===== src/sv/emm_pkg.sv =====
package emm_pkg;

  // echo store geometry
  localparam int unsigned EchoFrames = 8192;
  localparam int unsigned EchoAw     = $clog2(EchoFrames);
  localparam int unsigned LenShift   = 9;   // echo length counts 512-frame units

  // FIR
  localparam int unsigned FirTaps = 8;
  localparam int unsigned TapAw   = $clog2(FirTaps);

  // field widths
  localparam int unsigned SampleW = 16;
  localparam int unsigned FrameW  = 2 * SampleW;
  localparam int unsigned HistW   = SampleW - 1;
  localparam int unsigned VolW    = 8;
  localparam int unsigned ProdW   = SampleW + VolW;
  localparam int unsigned FlagsW  = 2;
  localparam int unsigned LenW    = 4;
  localparam int unsigned CoefW   = FirTaps * VolW;
  localparam int unsigned CfgIdxW = 3;
  localparam int unsigned CfgDataW = CoefW;
  localparam int unsigned AccW    = 20;
  localparam int unsigned WideW   = SampleW + 2;

  // control flag bits
  localparam int unsigned FlagMute    = 0;
  localparam int unsigned FlagNoWrite = 1;

  // sequencing
  localparam int unsigned StepW     = 4;
  localparam int unsigned StepMain  = 8;
  localparam int unsigned StepFb    = 9;
  localparam int unsigned StepEvol  = 10;
  localparam int unsigned StepLast  = 11;

  typedef enum logic [CfgIdxW-1:0] {
    CfgMainVolL = 3'd0,
    CfgMainVolR = 3'd1,
    CfgEchoVolL = 3'd2,
    CfgEchoVolR = 3'd3,
    CfgFeedback = 3'd4,
    CfgFlags    = 3'd5,
    CfgLength   = 3'd6,
    CfgCoeffs   = 3'd7
  } cfg_idx_e;

  typedef enum logic [1:0] {
    MulTap,
    MulMain,
    MulFb,
    MulEvol
  } mul_sel_e;

  typedef struct packed {
    logic [1:0][VolW-1:0] mvol;
    logic [1:0][VolW-1:0] evol;
    logic [VolW-1:0]      efb;
    logic [FlagsW-1:0]    flags;
    logic [LenW-1:0]      len;
    logic [CoefW-1:0]     coeffs;
  } cfg_t;

  typedef struct packed {
    logic             clr_wr;     // zero one store frame during the sweep
    logic             start;      // capture word, read frame at position
    logic             load_hist;  // shift the halved frame into histories
    logic             mul_en;
    mul_sel_e         mul_sel;
    logic [TapAw-1:0] tap;
    logic             acc_add;
    logic             fir_ld;
    logic             m_ld;
    logic             w_ld;
    logic             finish;     // write back, advance, load output
  } cmd_t;

  typedef struct packed {
    logic clr_last;
    logic out_free;
  } sts_t;

  function automatic logic signed [SampleW-1:0] sat16(input logic signed [WideW-1:0] v);
    logic signed [WideW-1:0] hi;
    logic signed [WideW-1:0] lo;
    hi = WideW'(32767);
    lo = -WideW'(32768);
    if (v > hi) begin
      sat16 = 16'sh7FFF;
    end else if (v < lo) begin
      sat16 = 16'sh8000;
    end else begin
      sat16 = v[SampleW-1:0];
    end
  endfunction

endpackage


===== src/sv/emm_ctrl.sv =====
module emm_ctrl
  import emm_pkg::*;
(
  input  logic clk_i,
  input  logic rst_ni,
  input  logic in_valid_i,
  output logic in_ready_o,
  input  sts_t sts_i,
  output cmd_t cmd_o
);

  typedef enum logic [1:0] {
    StClear,
    StIdle,
    StLoad,
    StRun
  } state_e;

  state_e           state_q;
  logic [StepW-1:0] step_q;

  always_ff @(posedge clk_i or negedge rst_ni) begin
    if (!rst_ni) begin
      state_q <= StClear;
      step_q  <= '0;
    end else begin
      unique case (state_q)
        StClear: begin
          if (sts_i.clr_last) state_q <= StIdle;
        end
        StIdle: begin
          if (in_valid_i) state_q <= StLoad;
        end
        StLoad: begin
          state_q <= StRun;
          step_q  <= '0;
        end
        StRun: begin
          if (step_q == StepW'(StepLast)) begin
            if (sts_i.out_free) state_q <= StIdle;
          end else begin
            step_q <= step_q + 1'b1;
          end
        end
      endcase
    end
  end

  assign in_ready_o = (state_q == StIdle);

  always_comb begin
    cmd_o           = '0;
    cmd_o.mul_sel   = MulTap;
    cmd_o.tap       = step_q[TapAw-1:0];
    cmd_o.clr_wr    = (state_q == StClear);
    cmd_o.start     = (state_q == StIdle) && in_valid_i;
    cmd_o.load_hist = (state_q == StLoad);
    if (state_q == StRun) begin
      cmd_o.mul_en  = (step_q <= StepW'(StepEvol));
      priority if (step_q < StepW'(StepMain)) cmd_o.mul_sel = MulTap;
      else if (step_q == StepW'(StepMain))    cmd_o.mul_sel = MulMain;
      else if (step_q == StepW'(StepFb))      cmd_o.mul_sel = MulFb;
      else                                    cmd_o.mul_sel = MulEvol;
      cmd_o.acc_add = (step_q != '0) && (step_q < StepW'(FirTaps));
      cmd_o.fir_ld  = (step_q == StepW'(StepMain));
      cmd_o.m_ld    = (step_q == StepW'(StepFb));
      cmd_o.w_ld    = (step_q == StepW'(StepEvol));
      cmd_o.finish  = (step_q == StepW'(StepLast)) && sts_i.out_free;
    end
  end

  a_step_bound: assert property (@(posedge clk_i) disable iff (!rst_ni)
    state_q == StRun |-> step_q <= StepW'(StepLast))
    else $error("step counter ran past the schedule");
  a_accept_loads: assert property (@(posedge clk_i) disable iff (!rst_ni)
    cmd_o.start |=> state_q == StLoad && !in_ready_o)
    else $error("accepted word did not start a frame read");
  a_finish_free: assert property (@(posedge clk_i) disable iff (!rst_ni)
    cmd_o.finish |-> sts_i.out_free && cmd_o.mul_en == 1'b0)
    else $error("finish issued while the output register is busy");

endmodule


===== config.mk =====
export PLATFORM = sky130hd
export DESIGN_NAME = emm_ctrl
export DESIGN_NICKNAME = d
export VERILOG_FILES = /design/src/sv/emm_pkg.sv /design/src/sv/emm_ctrl.sv
export SDC_FILE = /design/constraint.sdc
export NUM_CORES = 1
export LEC_CHECK = 0
export BUFFER_PORTS_ARGS = -buffer_cell sky130_fd_sc_hd__buf_2
export CORE_AREA = 8 8 45 47
export CTS_BUF_LIST = sky130_fd_sc_hd__clkbuf_2
export DETAILED_ROUTE_END_ITERATION = 7
export DIE_AREA = 0 0 53 55
export GPL_TIMING_DRIVEN = 0
export PLACE_DENSITY = 0.75
export RECOVER_POWER = 25
export SYNTH_ARGS = -nofsm -noshare
export SYNTH_HDL_FRONTEND = slang
export SYNTH_SLANG_ARGS = --single-unit

===== constraint.sdc =====
create_clock -name clk_i -period 2.4 [get_ports clk_i]
set_clock_uncertainty 0.2 [all_clocks]
set_input_delay 0.48 -clock clk_i [delete_from_list [all_inputs] [get_ports clk_i]]
set_output_delay 0.48 -clock clk_i [all_outputs]
set_load 0.03 [all_outputs]

# Yosys cells after proc, flatten, opt, wreduce, memory -nomap -nowiden
# Cells that the tools add are included.
# W data, S select, Z words.
op_classes:
  n_eq_ne: 12
  reduce_logical: 8
  magnitude_cmp: 2
  n_addsub: 1
  muxes: 12
op_table:
  columns: ["op", "n"]
  rows:
  - ["$eq A4 B4 Y1 const B", 4]
  - ["$mux W2", 6]
  - ["$ne A2 B2 Y1 const B", 4]
  - ["$pmux W2 S4", 1]
  - ["$pmux W4 S2", 1]
  - ["$mux W5", 1]
  - ["$add A4 B1 Y4 const B", 1]
  - ["$eq A2 B2 Y1 const B", 2]
  - ["$le A4 B4 Y1 const B", 1]
  - ["$lt A4 B4 Y1 const B", 1]
  - ["$mux W4", 1]
  - ["$reduce_and A4 Y1", 1]
  - ["$reduce_bool A4 Y1", 1]
  - ["$logic_and A1 B1 Y1", 3]
  - ["$mux W3", 1]
  - ["$eq A2 B1 Y1 const B", 1]
  - ["$logic_not A2 Y1", 1]
  - ["$ne A2 B1 Y1 const B", 1]
  - ["$reduce_and A2 Y1", 1]
  - ["$reduce_bool A2 Y1", 1]
  - ["$mux W1", 1]
totals:
  regBits: 6
  in_bits: 5
  out_inout_bits: 15
  wordCells: 37

# Depth between registers and ports, before layout
# Gate-level depths: netlist of run 1.
depth:
  ltp_word: 5
  ltp_mapped: 5

# Worst setup path after synthesis of run 1
# No wires, ideal clock.
synth_timing:
  kind: "flip-flop to output port"
  start: "register state_q[0]"
  end: "output port cmd_o[10] (netlist bit)"
  path_buffers: 0
  arrival_ns: 1.476
  stages_incl_launch_ff: 3
  slack_ns: 0.244
  required_time_ns: 1.720
  cell_sequence: "dfrtp_1 > ha_1 > a21boi_0"
synth_rtl:
  columns: ["item", "line", "text"]
  rows:
  - ["start, declared", "emm_ctrl.sv:19", "state_e state_q;"]
  - ["start signal, assigned", "emm_ctrl.sv:24", "state_q <= StClear;"]
  - ["start signal, assigned", "emm_ctrl.sv:29", "if (sts_i.clr_last) state_q <= StIdle;"]
  - ["start signal, assigned", "emm_ctrl.sv:32", "if (in_valid_i) state_q <= StLoad;"]
  - ["end, declared", "emm_ctrl.sv:9", "output cmd_t cmd_o"]

==> flow_summary_export.csv, run 1 <==
group,metric,value,unit
outcome,run_status,"completed",
synth,synth_sequential_area_ratio,0.2495,
worst_setup_path,worstPathMaxFanout,6,
grt,grtUsageMet2,0.1836,
clock_network,worst_path_clk_slew,0.06,ns
worst_setup_path,cp.required,1.72,ns
grt,globalRouteMet1Util,0.1026,
power_and_ir_drop,swShare,0.5194,
finish,total_nets_final,102,
routing,remaining_design_rule_violation_count,0,
flow_run,maxCapViolations,0,
synth,yosysWarningCount,0,
grt,first_global_vias,485,
synth,top_area_cells_in_the_synthesized_netlist,"dfrtp_1, ha_1, mux2i_1",
clock_network,tritoncts.num_buffers,3,
placed_design,place.detailed.instances,97,
placed_design,dpl.hpwl,1025,um
finish,fillers,149,
timing,period_share,0.9098,
finish,drive_gt1_frac,0.3294,
grt,grt_usage,0.09699,
routing,route.antenna.remaining_nets,0,
placed_design,port-buffer-count,19,
routing,detailroute.via_count,504,
placed_design,gp_congestion,0.7405,
power_and_ir_drop,power_density,1170,nW/um2
worst_setup_path,worst-r2r-setup-slack,0.42,ns
die,pin_count,20,
synth,synth_cell_types,23,
finish,finalNonFillerCells,101,
timing,grt_setup_unrepaired,"false",
power_and_ir_drop,power.total,0.8693,mW
timing,maxSlewHeadroom,0.7704,
timing,min_period,2.184,ns
routing,1st_pass_router_iterations,4,
clock_network,clockRootBuffer,"clkbuf_2",
finish,multiInputGateArea,412.9,um2
power_and_ir_drop,cellInternalPower,0.4178,mW
clock_network,clk_latency,0.22,ns
worst_setup_path,reg2reg_from,"state_q[0]$_DFFE_PN0P_",
grt,antenna_found_initial,0,
power_and_ir_drop,power_leakage,0.4522,nW
power_and_ir_drop,fraction_of_power_consumed_by_the_clock_network,0.081,
worst_setup_path,worst-r2r-cell-count,4,
worst_setup_path,criticalPathCategory,"reg -> out",
grt,busiest_grt_layer,"met2",
die,initial_core_util,0.4349,
routing,detail_route.iter0.violations,3,
clock_network,clockBufferDepth,2,
synth,synth_area,601.8,um2
clock_network,clock_tree.htree_level_count,1,
timing,hold_violations,0,
routing,wl_per_cell,13.12,um
grt,global_route.overflow_total,0,
timing,fmaxAchievable,0.4580,GHz
clock_network,tritoncts_clock_tree,"built",
finish,most-common-layout-cells,"buf_2, ha_1, dfrtp_1",
hold_path,timing.hold.worst_endpoint,"state_q[1]$_DFFE_PN0P_",
timing,setup_tns,0,ns
worst_setup_path,worst-endpoint-arrival,1.50,ns
grt,global_route.usage.met3,0.02674,
synth,syn_nets,77,
grt,wire_length_of_the_first_global_routing_pass,2125,um
worst_setup_path,kind_of_start_point_of_the_critical_path,"flip-flop",
routing,postRouteWirelength,1325,um
die,die_area,2915,um2
power_and_ir_drop,comb_power_share,0.694,
finish,layout.cells.most_common,"buf_2",
worst_setup_path,setup.worst_path.end_class,"output port",
grt,grt_max_degree,10,
finish,syn2layout_area_growth,23.49,%
power_and_ir_drop,power_switching,0.4515,mW
hold_path,holdCritPathClass,"reg -> reg",
routing,post_drt_via_cell_ratio,4.990,
hold_path,hold_path_depth,1,
power_and_ir_drop,max-vdd-ir-drop,525.1,uV
clock_network,cts_post_setup_buffers_inserted,0,
timing,worst_slew_pin_slew,0.3445,ns
worst_setup_path,worstReg2RegEnd,"state_q[1]$_DFFE_PN0P_",
synth,post_synth_inst_count,62,
synth,avg_cell_area_syn,9.707,um2
finish,ff_latch_area,150.1,um2
synth,synth_largest_area_cell,"dfrtp_1",
synth,synth_top_area_share,0.2495,
die,die_h,55,um
hold_path,hp-start,"state_q[1]$_DFFE_PN0P_",
die,die-width,53,um
die,row_count,14,
die,core_region_area,1384,um2
timing,final-max-slew-violation-count,0,
power_and_ir_drop,share_seq_of_total_power,0.224,
finish,antenna_cells_inserted,0,
timing,finalSetupViolations,0,
clock_network,clock_net_sink_count,6,
synth,ys_ff_latch,6,
[state kept, by name, indices dropped and copies added (netlist names)]
signal / flops
step_q: 4
state_q: 2
[metal layers]
layer,share of wire,vias up
met5,0,-
met4,0.0098,0
met3,0.087,2
met2,0.49,17
met1,0.41,224
li1,-,261
[stage by stage]
stage               utilization  setup slack (ns)  cell area (um2)  hold WS [ns]
floorplan                     -            0.2440            601.8      -0.01559
global placement         0.5181            0.4405            716.9        0.1047
detailed placement       0.5181            0.4067            716.9        0.1110
CTS                      0.5362            0.1420            742.0        0.4082
global route             0.5371            0.1125            743.2        0.4540
finish                   0.5371            0.2164            743.2        0.4192
[logic make-up (layout without fill, tap and decap cells)]
group                      count (synthesis)  in the layout  synth area share
DFF                                        6              6            0.2495
and+or+nand+nor                           23             23            0.2453
muxes                                      5              5           0.09147
buffers and inverters                      8             31           0.06861
AOI/OAI and AO/OA                         10             10            0.1372
adders and majority gates                 10             10            0.2079
[cell usage after synthesis]
| library cell | number |
|---|---|
| nand3b_1 | 1 |
| nand2b_1 | 1 |
| a21oi_1 | 3 |
| and3_1 | 4 |
| mux2_4 | 1 |
| nor2_1 | 3 |
| o21ai_0 | 3 |
| nand3_1 | 1 |
| nand3b_4 | 1 |
| mux2i_1 | 4 |
| a21boi_0 | 1 |
| nor3b_1 | 2 |
| dfrtp_1 | 6 |
| nor2b_1 | 5 |
| buf_4 | 3 |
| and2_1 | 1 |
| nand2_1 | 3 |
| ha_1 | 10 |
| o31ai_1 | 1 |
| inv_1 | 5 |
| and3b_1 | 1 |
| a2111oi_4 | 1 |
| a221o_1 | 1 |
[power by group through the flow]
stage               clock [mW]  combinational (mW)  sequential, mW
floorplan                    0               0.485           0.181
global placement             0               0.590           0.194
detailed placement           0               0.604           0.195
CTS                     0.0722               0.609           0.194
global route            0.0808               0.659           0.206
finish                  0.0707               0.604           0.195
[final cells by class]
cell class / count / area share
Tap cell: 16 / 0.02694
Timing Repair Buffer: 20 / 0.1397
Multi-Input combinational cell: 48 / 0.5556
Inverter: 5 / 0.02525
Buffer: 3 / 0.03030
Sequential cell: 6 / 0.2020
Clock buffer: 3 / 0.02020
[how the worst max path moves through the flow]
stage	cells after the start	from	to
2_1_floorplan	2	state_q[0]$_DFFE_PN0P_	cmd_o[10]
3_3_place_gp	4	state_q[1]$_DFFE_PN0P_	cmd_o[9]
3_5_place_dp	4	state_q[0]$_DFFE_PN0P_	cmd_o[9]
4_1_cts	4	state_q[0]$_DFFE_PN0P_	cmd_o[9]
5_1_grt	5	step_q[0]$_DFFE_PN0P_	cmd_o[10]
6_report	4	step_q[0]$_DFFE_PN0P_	cmd_o[0]
[timing repair]
item	CTS	global route
endpoints found under the hold margin	6	0
endpoints found under the setup margin	0	1
hold buffers	1	0
resized for setup	0	1
[worst max-delay path: stages (launching register included)]
cell,delay [ns]
dfrtp_1,0.44
ha_1,0.29
and3b_1,0.22
and3_1,0.17
buf_2,0.17
No activity file was read; power rests on OpenSTA's default activity.
==> run 2, diff against run 1 <==
--- a/config.mk
+++ b/config.mk
@@ -11,7 +11,7 @@
 export DETAILED_ROUTE_END_ITERATION = 7
 export DIE_AREA = 0 0 53 55
 export GPL_TIMING_DRIVEN = 0
-export PLACE_DENSITY = 0.75
+export PLACE_DENSITY = 0.85
 export RECOVER_POWER = 25
 export SYNTH_ARGS = -nofsm -noshare
 export SYNTH_HDL_FRONTEND = slang
==> run 2 against run 1 <==
  * Worst hold slack better by 0.011 ns
  * Clock power is 4.0% lower
  * Maximum frequency fell by 2.6%
  * Critical endpoint is now cmd_o[9]
==> flow_summary_export.csv, run 2 (synthesized netlist as in run 1, its figures left out) <==
group,metric,value,unit
clock_network,tritoncts_clock_tree,"built",
placed_design,post_dp_cell_area,716.9,um2
power_and_ir_drop,power_density,1162,nW/um2
worst_setup_path,critical_path_cell_by_cell,"ha_1, nand2_1, a21oi_1, buf_2",
die,row_count,14,
routing,detailroute.via_count,520,
finish,layout.cells.most_common,"buf_2",
routing,1st_pass_router_iterations,4,
grt,grtUsageMet2,0.1836,
die,initial_core_util,0.4349,
routing,post_drt_via_cell_ratio,5.149,
timing,maxSlewHeadroom,0.7636,
grt,grt_usage,0.1043,
finish,drive_gt1_frac,0.3176,
routing,wl_per_cell,13.25,um
finish,syn2layout_area_growth,23.08,%
power_and_ir_drop,power_leakage,0.4537,nW
worst_setup_path,cpPeakStageDelay,0.43,ns
finish,fin_area,740.7,um2
die,die_area,2915,um2
finish,fillers,139,
routing,detail_route.iter0.violations,7,
clock_network,clockBufferDepth,2,
grt,globalRouteMet1Util,0.09846,
clock_network,clockRootBuffer,"clkbuf_2",
timing,final-max-slew-violation-count,0,
worst_setup_path,cp.required,1.72,ns
die,core_region_area,1384,um2
clock_network,clock_tree.htree_level_count,1,
worst_setup_path,criticalPathCategory,"reg -> out",
worst_setup_path,crit_path_top_delay_cell,"dfrtp_1",
timing,fmaxAchievable,0.4458,GHz
grt,global_route.overflow_total,0,
grt,grt_max_degree,10,
grt,global_route.usage.met3,0.03743,
timing,hold_violations,0,
clock_network,cts_resized,0,
routing,route.antenna.remaining_nets,0,
grt,busiest_grt_layer,"met2",
placed_design,gp_congestion,0.7372,
clock_network,worst_path_clk_slew,0.06,ns
timing,setup_tns,0,ns
hold_path,holdCritPathClass,"reg -> reg",
finish,total_nets_final,102,
flow_run,maxCapViolations,0,
timing,finalSetupViolations,0,
worst_setup_path,worstPathMaxFanout,9,
grt,wire_length_of_the_first_global_routing_pass,2277,um
placed_design,dpl.hpwl,1096,um
die,die_h,55,um
timing,min_period,2.243,ns
timing,grt_setup_unrepaired,"false",
power_and_ir_drop,max-vdd-ir-drop,611.7,uV
worst_setup_path,setup.worst_path.end_class,"output port",
die,pin_count,20,
timing,period_share,0.9346,
finish,antenna_cells_inserted,0,
finish,flip_flop_count_of_the_largest_register_all_copies_and_words_added,4,
finish,reg_top3,"step_q: 4 flops, state_q: 2 flops",
finish,largest-register,"step_q",
routing,postRouteWirelength,1338,um
outcome,run_status,"completed",
timing,fin_worst_hold_slack,0.4307,ns
clock_network,clk_latency,0.21,ns
worst_setup_path,worst-endpoint-arrival,1.56,ns
finish,most-common-layout-cells,"buf_2, ha_1, dfrtp_1",
routing,remaining_design_rule_violation_count,0,
placed_design,port-buffer-count,19,
worst_setup_path,kind_of_start_point_of_the_critical_path,"flip-flop",
grt,antenna_found_initial,0,
clock_network,tritoncts.num_buffers,3,
grt,first_global_vias,552,
clock_network,clock_net_sink_count,6,
die,die-width,53,um
timing,worst_slew_pin_slew,0.3546,ns
-- run 2: changes by cell type in the layout (fill, tap and decap cells not counted) --
cell / delta
ha_1: +1
ha_2: -1
-- run 2: stage by stage --
step	setup slack [ns]	cells	total power [mW]	utilization
after floorplan	0.2440	62	0.6662	-
after global placement	0.4281	97	0.7811	0.5181
after detailed placement	0.3859	97	0.8009	0.5181
after CTS	0.1299	101	0.8758	0.5362
after global routing	0.04286	101	0.9459	0.5353
final	0.1570	101	0.8609	0.5353
-- run 2: routing by layer --
layer,part of all wire,up-vias,routed length [um]
met5,0,-,0
met4,0,0,0
met3,0.10,0,137
met2,0.51,16,686
met1,0.38,245,514
li1,-,259,-
-- run 2: final timing paths --
check	from	to	slack, ns	cells after the start
setup / recovery	state_q[1]$_DFFE_PN0P_	cmd_o[9]	0.16	4
hold / removal	state_q[1]$_DFFE_PN0P_	state_q[1]$_DFFE_PN0P_	0.43	1
setup reg to reg	state_q[0]$_DFFE_PN0P_	state_q[1]$_DFFE_PN0P_	0.43	4
hold reg to reg	state_q[1]$_DFFE_PN0P_	state_q[1]$_DFFE_PN0P_	0.43	1
max in group asynchronous	rst_ni	step_q[1]$_DFFE_PN0P_	1.29	2
min in group asynchronous	rst_ni	step_q[0]$_DFFE_PN0P_	0.47	2
-- run 2: cell type report --
| cell class | count | area, um2 | share of cell area |
|---|---|---|---|
| multi-input cells | 48 | 410.4 | 0.5541 |
| clock buffers | 3 | 15.01 | 0.02027 |
| repair buffers | 20 | 103.9 | 0.1402 |
| well taps | 16 | 20.02 | 0.02703 |
| flip-flops and latches | 6 | 150.1 | 0.2027 |
| plain buffers | 3 | 22.52 | 0.03041 |
| inverters | 5 | 18.77 | 0.02534 |
-- run 2: worst max-delay path, delay by kind of cell (launching register included) --
family	cells	cell delay, ns
compound gates	1	0.14
simple gates	1	0.17
buf+inv	1	0.21
fa+ha+maj	1	0.40
flops	1	0.43
-- run 2: power by group --
part	switching [mW]	total [mW]	internal, mW
combinational	0.357	0.598	0.241
clock	0.0340	0.0679	0.0339
sequential	0.0569	0.195	0.138
-- run 2: timing repair --
item,CTS,global route
buffers inserted,0,0
hold buffers,1,0
hold endpoints to repair,6,0
